--- config.mk ---
export PLATFORM = sky130hd
export DESIGN_NAME = matrix_multiply_unit
export DESIGN_NICKNAME = d
export VERILOG_FILES = /design/src/rtl/mmu_pkg.sv /design/src/rtl/matrix_multiply_unit.sv /design/src/rtl/mmu_store.sv /design/src/rtl/mmu_mac.sv
export SDC_FILE = /design/constraint.sdc
export NUM_CORES = 2
export LEC_CHECK = 0
export BUFFER_PORTS_ARGS = -buffer_cell sky130_fd_sc_hd__buf_4
export CORE_MARGIN = 3
export CORE_UTILIZATION = 50
export DETAILED_ROUTE_END_ITERATION = 16
export GPL_ROUTABILITY_DRIVEN = 0
export HOLD_SLACK_MARGIN = 0.15
export PLACE_DENSITY = 0.72
export SLEW_MARGIN = 20
export SYNTH_ARGS = -nofsm -noshare
export SYNTH_HDL_FRONTEND = slang
export SYNTH_SLANG_ARGS = --single-unit
--- constraint.sdc ---
create_clock -name i_clk -period 9.4 [get_ports i_clk]
set_input_delay 0 -clock i_clk [delete_from_list [all_inputs] [get_ports i_clk]]
set_output_delay 0 -clock i_clk [all_outputs]
set_load 0.02 [all_outputs]
--- src/rtl/mmu_pkg.sv ---
// Shared types, codes and default sizes of the matrix multiply unit.
`timescale 1ns / 1ps
`default_nettype none
package mmu_pkg;

    localparam int unsigned MAX_DIM_DEF    = 8;
    localparam int unsigned ELEM_WIDTH_DEF = 16;

    localparam int unsigned POS_W  = 3;   // row / column port width
    localparam int unsigned SUM_W  = 35;  // Q19.16 sum width
    localparam int unsigned FUNC_W = 2;
    localparam int unsigned CFG_W  = 4;

    // Input item operation codes
    localparam logic [FUNC_W-1:0] FUNC_WRITE_A = 2'd0;
    localparam logic [FUNC_W-1:0] FUNC_WRITE_B = 2'd1;
    localparam logic [FUNC_W-1:0] FUNC_COMPUTE = 2'd2;

    // Configuration register indexes
    localparam logic [1:0] REG_A_ROWS = 2'd0;
    localparam logic [1:0] REG_A_COLS = 2'd1;
    localparam logic [1:0] REG_B_ROWS = 2'd2;
    localparam logic [1:0] REG_B_COLS = 2'd3;

    // One multiply-accumulate step issued by the sequencer
    typedef struct packed {
        logic             valid;
        logic             first;   // first term of a dot product
        logic             last_k;  // final term, result leaves
        logic             err;     // dimension mismatch result
        logic             last;    // final result of the run
        logic [POS_W-1:0] row;
        logic [POS_W-1:0] col;
    } t_step;

    // One finished product element
    typedef struct packed {
        logic                    valid;
        logic [POS_W-1:0]        row;
        logic [POS_W-1:0]        col;
        logic signed [SUM_W-1:0] value;
        logic                    last;
        logic                    err;
    } t_result;

endpackage
`default_nettype wire

--- src/rtl/matrix_multiply_unit.sv ---
// Matrix multiply unit top level: configuration port, element stores, sequencer, output beat.
// Loads never produce a beat; the input is ready at once again.
// A compute item holds the input for all M*N*K steps (a single step on a dimension mismatch),
// the sequencer issuing one multiply-accumulate step per cycle while the result side does not stall.
// A step's result passes the read and step registers, the product register and the output beat.
// Synchronous active-low reset sets every dimension register to 8 and idles the sequencer.
`timescale 1ns / 1ps
`default_nettype none
module matrix_multiply_unit
    import mmu_pkg::*;
#(
    parameter int unsigned MAX_DIM    = MAX_DIM_DEF,
    parameter int unsigned ELEM_WIDTH = ELEM_WIDTH_DEF
) (
    input  wire logic                    i_clk,
    input  wire logic                    i_rst_n,
    // configuration port
    input  wire logic                    psel,
    input  wire logic                    penable,
    input  wire logic                    pwrite,
    input  wire logic [3:0]              paddr,
    input  wire logic [31:0]             pwdata,
    output logic      [31:0]             prdata,
    output logic                         pready,
    // input item channel
    input  wire logic                    i_in_valid,
    output logic                         o_in_stall,
    input  wire logic [FUNC_W-1:0]       i_func,
    input  wire logic [POS_W-1:0]        i_elem_row,
    input  wire logic [POS_W-1:0]        i_elem_col,
    input  wire logic signed [15:0]      i_elem_value,
    // result channel
    output logic                         o_out_valid,
    input  wire logic                    i_out_stall,
    output logic      [POS_W-1:0]        o_out_row,
    output logic      [POS_W-1:0]        o_out_col,
    output logic signed [SUM_W-1:0]      o_product_value,
    output logic                         o_last,
    output logic                         o_dim_error
);

    localparam int unsigned DEPTH  = MAX_DIM * MAX_DIM;
    localparam int unsigned IDX_W  = (DEPTH > 1) ? $clog2(DEPTH) : 1;
    localparam int unsigned IX_W   = (MAX_DIM > 1) ? $clog2(MAX_DIM) : 1;

    localparam logic ST_IDLE = 1'b0;
    localparam logic ST_RUN  = 1'b1;

    // Clamp a dimension register and return its last index
    function automatic logic [IX_W-1:0] f_last_idx(input logic [CFG_W-1:0] r);
        logic [CFG_W-1:0] d;
        begin
            if (r == '0) begin
                d = '0;
            end else if (r > CFG_W'(MAX_DIM)) begin
                d = CFG_W'(MAX_DIM - 1);
            end else begin
                d = r - 1'b1;
            end
            return d[IX_W-1:0];
        end
    endfunction

    logic [CFG_W-1:0]      r_a_rows;
    logic [CFG_W-1:0]      r_a_cols;
    logic [CFG_W-1:0]      r_b_rows;
    logic [CFG_W-1:0]      r_b_cols;

    logic                  r_state;
    logic                  r_err;
    logic [IX_W-1:0]       r_i;
    logic [IX_W-1:0]       r_j;
    logic [IX_W-1:0]       r_k;
    logic [IX_W-1:0]       r_m_last;
    logic [IX_W-1:0]       r_n_last;
    logic [IX_W-1:0]       r_k_last;

    logic                  w_cfg_wr;
    logic                  w_in_acc;
    logic                  w_adv;
    logic                  w_in_range;
    logic                  w_we_a;
    logic                  w_we_b;
    logic [IDX_W-1:0]      w_waddr;
    logic [IDX_W-1:0]      w_a_raddr;
    logic [IDX_W-1:0]      w_b_raddr;
    logic [ELEM_WIDTH-1:0] w_elem;
    logic [ELEM_WIDTH-1:0] w_a_data;
    logic [ELEM_WIDTH-1:0] w_b_data;
    logic                  w_k_end;
    logic                  w_j_end;
    logic                  w_i_end;
    t_step                 w_step;
    t_step                 r_step;
    t_result               w_res;

    logic                  r_out_valid;
    logic [POS_W-1:0]      r_out_row;
    logic [POS_W-1:0]      r_out_col;
    logic signed [SUM_W-1:0] r_out_value;
    logic                  r_out_last;
    logic                  r_out_err;

    // Configuration port
    assign pready   = 1'b1;
    assign w_cfg_wr = psel && penable && pwrite && pready;

    always_ff @(posedge i_clk) begin
        if (!i_rst_n) begin
            r_a_rows <= CFG_W'(8);
            r_a_cols <= CFG_W'(8);
            r_b_rows <= CFG_W'(8);
            r_b_cols <= CFG_W'(8);
        end else if (w_cfg_wr) begin
            unique case (paddr[3:2])
                REG_A_ROWS: r_a_rows <= pwdata[CFG_W-1:0];
                REG_A_COLS: r_a_cols <= pwdata[CFG_W-1:0];
                REG_B_ROWS: r_b_rows <= pwdata[CFG_W-1:0];
                REG_B_COLS: r_b_cols <= pwdata[CFG_W-1:0];
                default:    r_a_rows <= r_a_rows;
            endcase
        end
    end

    always_comb begin
        unique case (paddr[3:2])
            REG_A_ROWS: prdata = {28'd0, r_a_rows};
            REG_A_COLS: prdata = {28'd0, r_a_cols};
            REG_B_ROWS: prdata = {28'd0, r_b_rows};
            REG_B_COLS: prdata = {28'd0, r_b_cols};
            default:    prdata = '0;
        endcase
    end

    // Pipeline moves whenever the output beat is free or leaving
    assign w_adv      = !r_out_valid || !i_out_stall;
    assign o_in_stall = (r_state != ST_IDLE);
    assign w_in_acc   = i_in_valid && !o_in_stall;

    // Element load: drop writes outside the store
    assign w_in_range = ({1'b0, i_elem_row} < (POS_W + 1)'(MAX_DIM)) &&
                        ({1'b0, i_elem_col} < (POS_W + 1)'(MAX_DIM));
    assign w_we_a  = w_in_acc && (i_func == FUNC_WRITE_A) && w_in_range;
    assign w_we_b  = w_in_acc && (i_func == FUNC_WRITE_B) && w_in_range;
    assign w_waddr = IDX_W'(32'(i_elem_row) * MAX_DIM + 32'(i_elem_col));

    generate
        if (ELEM_WIDTH <= 16) begin : g_elem_narrow
            assign w_elem = i_elem_value[ELEM_WIDTH-1:0];
        end else begin : g_elem_wide
            assign w_elem = {{(ELEM_WIDTH - 16){1'b0}}, i_elem_value};
        end
    endgenerate

    // Sequencer: walk i, j, k in row-major order, one step per cycle while the pipeline advances
    assign w_k_end = (r_k == r_k_last);
    assign w_j_end = (r_j == r_n_last);
    assign w_i_end = (r_i == r_m_last);

    always_ff @(posedge i_clk) begin
        if (!i_rst_n) begin
            r_state <= ST_IDLE;
            r_err   <= 1'b0;
            r_i     <= '0;
            r_j     <= '0;
            r_k     <= '0;
        end else begin
            unique case (r_state)
                ST_IDLE: begin
                    if (w_in_acc && (i_func == FUNC_COMPUTE)) begin
                        r_state <= ST_RUN;
                        r_err   <= (f_last_idx(r_a_cols) != f_last_idx(r_b_rows));
                        r_i     <= '0;
                        r_j     <= '0;
                        r_k     <= '0;
                    end
                end
                ST_RUN: begin
                    if (w_adv) begin
                        if (r_err) begin
                            r_state <= ST_IDLE;
                        end else if (!w_k_end) begin
                            r_k <= r_k + 1'b1;
                        end else begin
                            r_k <= '0;
                            if (!w_j_end) begin
                                r_j <= r_j + 1'b1;
                            end else begin
                                r_j <= '0;
                                if (!w_i_end) begin
                                    r_i <= r_i + 1'b1;
                                end else begin
                                    r_state <= ST_IDLE;
                                end
                            end
                        end
                    end
                end
                default: r_state <= ST_IDLE;
            endcase
        end
    end

    // Capture clamped dimensions at the start of a run
    always_ff @(posedge i_clk) begin
        if (w_in_acc && (i_func == FUNC_COMPUTE)) begin
            r_m_last <= f_last_idx(r_a_rows);
            r_k_last <= f_last_idx(r_a_cols);
            r_n_last <= f_last_idx(r_b_cols);
        end
    end

    // Issue the current step and its read addresses
    always_comb begin
        w_step.valid  = (r_state == ST_RUN);
        w_step.first  = (r_k == '0);
        w_step.last_k = r_err || w_k_end;
        w_step.err    = r_err;
        w_step.last   = r_err || (w_i_end && w_j_end && w_k_end);
        w_step.row    = r_err ? '0 : POS_W'(r_i);
        w_step.col    = r_err ? '0 : POS_W'(r_j);
    end

    assign w_a_raddr = IDX_W'(32'(r_i) * MAX_DIM + 32'(r_k));
    assign w_b_raddr = IDX_W'(32'(r_k) * MAX_DIM + 32'(r_j));

    mmu_store #(
        .DEPTH  (DEPTH),
        .WIDTH  (ELEM_WIDTH),
        .ADDR_W (IDX_W)
    ) u_store_a (
        .i_clk   (i_clk),
        .i_we    (w_we_a),
        .i_waddr (w_waddr),
        .i_wdata (w_elem),
        .i_re    (w_adv),
        .i_raddr (w_a_raddr),
        .o_rdata (w_a_data)
    );

    mmu_store #(
        .DEPTH  (DEPTH),
        .WIDTH  (ELEM_WIDTH),
        .ADDR_W (IDX_W)
    ) u_store_b (
        .i_clk   (i_clk),
        .i_we    (w_we_b),
        .i_waddr (w_waddr),
        .i_wdata (w_elem),
        .i_re    (w_adv),
        .i_raddr (w_b_raddr),
        .o_rdata (w_b_data)
    );

    // Align the step with the registered read data
    always_ff @(posedge i_clk) begin
        if (!i_rst_n) begin
            r_step <= '0;
        end else if (w_adv) begin
            r_step <= w_step;
        end
    end

    mmu_mac #(
        .ELEM_WIDTH (ELEM_WIDTH)
    ) u_mac (
        .i_clk   (i_clk),
        .i_rst_n (i_rst_n),
        .i_adv   (w_adv),
        .i_step  (r_step),
        .i_a     (w_a_data),
        .i_b     (w_b_data),
        .o_res   (w_res)
    );

    // Output beat register
    always_ff @(posedge i_clk) begin
        if (!i_rst_n) begin
            r_out_valid <= 1'b0;
        end else if (w_adv) begin
            r_out_valid <= w_res.valid;
        end
    end

    always_ff @(posedge i_clk) begin
        if (w_adv && w_res.valid) begin
            r_out_row   <= w_res.row;
            r_out_col   <= w_res.col;
            r_out_value <= w_res.value;
            r_out_last  <= w_res.last;
            r_out_err   <= w_res.err;
        end
    end

    assign o_out_valid     = r_out_valid;
    assign o_out_row       = r_out_row;
    assign o_out_col       = r_out_col;
    assign o_product_value = r_out_value;
    assign o_last          = r_out_last;
    assign o_dim_error     = r_out_err;

endmodule
`default_nettype wire

--- src/rtl/mmu_store.sv ---
// Single-port-write, single-port-read element memory with registered read data.
`timescale 1ns / 1ps
`default_nettype none
module mmu_store #(
    parameter int unsigned DEPTH = 64,
    parameter int unsigned WIDTH = 16,
    parameter int unsigned ADDR_W = 6
) (
    input  wire logic              i_clk,
    input  wire logic              i_we,
    input  wire logic [ADDR_W-1:0] i_waddr,
    input  wire logic [WIDTH-1:0]  i_wdata,
    input  wire logic              i_re,
    input  wire logic [ADDR_W-1:0] i_raddr,
    output logic      [WIDTH-1:0]  o_rdata
);

    logic [WIDTH-1:0] r_mem [DEPTH];
    logic [WIDTH-1:0] r_rdata;

    // Write one element
    always_ff @(posedge i_clk) begin
        if (i_we) begin
            r_mem[i_waddr] <= i_wdata;
        end
    end

    // Read one element, hold while not enabled
    always_ff @(posedge i_clk) begin
        if (i_re) begin
            r_rdata <= r_mem[i_raddr];
        end
    end

    assign o_rdata = r_rdata;

endmodule
`default_nettype wire

--- src/rtl/mmu_mac.sv ---
// Shared multiply-accumulate unit: one signed product and one 35-bit add per step.
`timescale 1ns / 1ps
`default_nettype none
module mmu_mac
    import mmu_pkg::*;
#(
    parameter int unsigned ELEM_WIDTH = ELEM_WIDTH_DEF
) (
    input  wire logic                  i_clk,
    input  wire logic                  i_rst_n,
    input  wire logic                  i_adv,
    input  wire t_step                 i_step,
    input  wire logic [ELEM_WIDTH-1:0] i_a,
    input  wire logic [ELEM_WIDTH-1:0] i_b,
    output t_result                    o_res
);

    localparam int unsigned PROD_W = 2 * ELEM_WIDTH;

    logic signed [PROD_W-1:0] n_prod;
    logic signed [PROD_W-1:0] r_prod;
    logic signed [SUM_W-1:0]  w_prod_ext;
    logic signed [SUM_W-1:0]  n_acc;
    logic signed [SUM_W-1:0]  r_acc;
    t_step                    r_pstep;

    assign n_prod = $signed(i_a) * $signed(i_b);

    // Register the product and its step
    always_ff @(posedge i_clk) begin
        if (!i_rst_n) begin
            r_pstep <= '0;
        end else if (i_adv) begin
            r_pstep <= i_step;
        end
    end

    always_ff @(posedge i_clk) begin
        if (i_adv) begin
            r_prod <= n_prod;
        end
    end

    // Fit the product to the sum width: sign-extend a narrower one, wrap a wider one modulo 2^35
    generate
        if (PROD_W >= SUM_W) begin : g_trunc
            assign w_prod_ext = r_prod[SUM_W-1:0];
        end else begin : g_sext
            assign w_prod_ext = {{(SUM_W - PROD_W){r_prod[PROD_W-1]}}, r_prod};
        end
    endgenerate

    // Accumulate, restart on the first term
    assign n_acc = r_pstep.first ? w_prod_ext : r_acc + w_prod_ext;

    always_ff @(posedge i_clk) begin
        if (i_adv && r_pstep.valid) begin
            r_acc <= n_acc;
        end
    end

    // Present the finished sum on the final term
    always_comb begin
        o_res.valid = r_pstep.valid && r_pstep.last_k;
        o_res.row   = r_pstep.row;
        o_res.col   = r_pstep.col;
        o_res.value = r_pstep.err ? '0 : n_acc;
        o_res.last  = r_pstep.last;
        o_res.err   = r_pstep.err;
    end

endmodule
`default_nettype wire

==> results.toml <==
[yosys]
synth_area_um2 = 97800
avgSynthCellArea_um2 = 19.5
synth_top_cells_by_area = "edfxtp_1, mux4_2, fa_1, ha_1, inv_1"
yosysUniqueCellTypes = 70
synthMuxAreaShare_pct = 15.8
synth_compound_area_share_pct = 1.74
yosys.area_share.simple_pct = 3.51
postSynthCellCount = 5002
ys_seq_elements = 2249
synth_common_cells = "edfxtp_1, mux4_2, inv_1"
synth_top_area_share_pct = 67.5
synth_top_family_by_area = "multiplexers"
synthAdderAreaFrac_pct = 7.03
yosysMostFrequentCell = "edfxtp_1"
synth_edf_count = 2199
async_flop_share_pct = 0
ys_seq_area_share_pct = 68.6
synth_top_flop_cell = "edfxtp_1"
synthXorXnorAreaFrac_pct = 0.681
yosys.area.top_type = "edfxtp_1"
ys.warnings.count = 0

[cts]
cts_buffers = 215
h-tree-depth = 4
cts_tree = "yes"
clock-sinks = 2249
cts_setup_buffers = 0
clkSlewWorstSetupHoldPaths_ns = 0.06
cts-root-buf = "clkbuf_16"
clk_latency_ns = 0.86
max-clock-path-buffers = 3

[routing]
via_per_inst = 6.02
drt_iter0_drc = 5592
wl_per_cell_um = 28.0
num_vias = 48301
finalWirelength_mm = 225
drc = 0
ant_nets = 0
drt-pass1-iter-count = 6

[die]
die_area_um2 = 201000
ios = 145
fp.dieH_um = 448
initial_core_util_pct = 50.6
core_area_um2 = 193000
num_rows = 161
die_x_um = 448

[global_route]
grt_pass1_wl_mm = 334
overflow = 0
grt_max_degree = 125
antenna_found_initial = 15
grt.total_usage_pct = 22.8
first_global_vias = 49570

[layout]
syn2layout_area_growth_pct = 12.1
instances_no_fill = 8030
layout.nets = 5772
drive_gt1_share_pct = 22.9

[run_status]
status = "finished clean"

[timing]
max_freq_mhz = 146
slew_viol_final = 0
layout_setup_ws_ns = 2.53
rsz0062_at_grt = "false"
whs_ns = 0.216
tightest_slew_ns = 1.12
finalCritPeriodShare_pct = 73.0
setup_viol = 0
fin_crit_ns = 6.87
setup_tns_ns = 0
relSlewSlack_pct = 25.5
fin_skew_ns = 0.0725
hold_viol = 0

[worst_setup_path]
startpoint = "u_store_b.o_rdata[1]$_DFFE_PN_"
r2r_cells = 20
arrival_ns = 7.41
r2r-start = "u_store_b.o_rdata[1]$_DFFE_PN_"
required_ns = 9.94
timing.rr.end = "u_mac.r_prod[31]$_DFFE_PN_"
r2r_slack_ns = 2.53
crit_type = "reg -> reg"
worstSetupEndpointType = "register"
cp_max_fo = 16
worstSetupEndpoint = "u_mac.r_prod[31]$_DFFE_PN_"
critPathLaunchType = "register"

[placement]
place_hpwl_mm = 132
placedCellCount = 7552
dp_worst_setup_slack_ns = 2.49
port_buffers = 85

[power_and_ir_drop]
p_leak_nw = 35.9
ir_drop_mv = 0.582
powerDensity_nw_per_um2 = 295

[run]
max_cap_violations = 0

[worst_hold_path]
hold_path_class = "in -> reg"
per-layer routing:
layer / wire length [um] / GRT usage, % / up-vias
met4: 6630 / 6.99 / 4
met3: 20200 / 4.66 / 347
met1: 89600 / 32.6 / 25452
li1: - / - / 20177
met2: 108000 / 35.8 / 2321
met5: 28 / 0 / -
registers in the layout (all words and copies together), names as in the netlist, 4 cells and up:
register / count
u_store_a.o_rdata: 16
r_b_cols: 4
o_product_value: 35
u_store_b.o_rdata: 16
u_store_a.r_mem: 1024
r_a_rows: 4
r_step: 11
u_mac.r_acc: 35
r_b_rows: 4
r_a_cols: 4
u_store_b.r_mem: 1024
u_mac.o_res: 8
u_mac.r_prod: 32
placed cells by master, fill, tap and decap left out, drive strengths merged, types with 124 or more instances in the layout:
cell type / synthesis / routed
and2: 147 / 147
buf: 116 / 262
clkbuf: 144 / 272
edfxtp: 2199 / 2199
fa: 263 / 263
ha: 124 / 124
inv: 348 / 357
mux4: 676 / 676
nand2: 233 / 233
nor2: 192 / 192
worst max-delay path, cell delays in order, from the launching register on:
cell and delay [ns]:
edfxtp_1 0.67, nand2_1 0.22, inv_1 0.11, fa_1 0.69
inv_1 0.10, fa_1 0.53, inv_1 0.05, fa_1 0.50
inv_1 0.05, fa_1 0.56, fa_1 0.43, fa_1 0.49
inv_1 0.04, ha_1 0.37, nand4_1 0.18, or4b_1 0.52
a211oi_1 0.38, a211oi_1 0.16, nor2_1 0.25, and4_1 0.22
nor3_1 0.05
kinds of logic (layout without fill, tap and decap cells):
kind of cell,count (synthesis),count (layout)
compound gates,264,264
mux,698,698
xor+xnor,76,76
simple gates,712,712
fa+ha+maj,393,393
buf+inv,608,1076
other cells,2,36
flops,2249,2249
metrics by stage:
step / instance area, um^2 / power (mW) / util (%)
after detailed placement: 102000 / 23.9 / 52.6
after floorplan: 97900 / 21.4 / -
after CTS: 110000 / 32.5 / 56.6
after global placement: 102000 / 23.7 / 52.6
final: 110000 / 32.3 / 56.7
after global routing: 110000 / 34.6 / 56.6
repair_timing:
action	in CTS	in global routing
hold buffers	74	0
endpoints found under the hold margin	2322	0
gates resized for setup	0	0
power breakdown:
part / internal, mW / switching [mW]
sequential: 11.8 / 0.155
combinational: 5.28 / 6.52
clock: 4.83 / 3.70
layout make-up:
cell class | count | area (um^2)
antenna | 7 | 17.5
clock buffer | 272 | 5670
fill | 14042 | 83800
multi-input combinational | 2172 | 28200
timing repair buffer | 332 | 2770
sequential | 2249 | 67100
inverter | 348 | 1310
clock inverter | 124 | 1330
tap | 2526 | 3160
worst min-delay path by stage:
stage                         start                          endpoint  slack (ns)  cells after the start
floorplan           i_elem_value[0]   u_store_a.r_mem[0][0]$_DFFE_PP_         0.1                      0
global placement          pwdata[3]          r_a_rows[3]$_SDFFE_PN1P_        0.27                      3
detailed placement        pwdata[3]          r_a_cols[3]$_SDFFE_PN1P_        0.27                      3
CTS                 i_elem_value[6]  u_store_a.r_mem[56][6]$_DFFE_PP_        0.18                      2
global route        i_elem_value[6]  u_store_a.r_mem[56][6]$_DFFE_PP_        0.24                      2
finish              i_elem_value[6]  u_store_a.r_mem[53][6]$_DFFE_PP_        0.22                      2
Power figures use the tool's default switching activity.
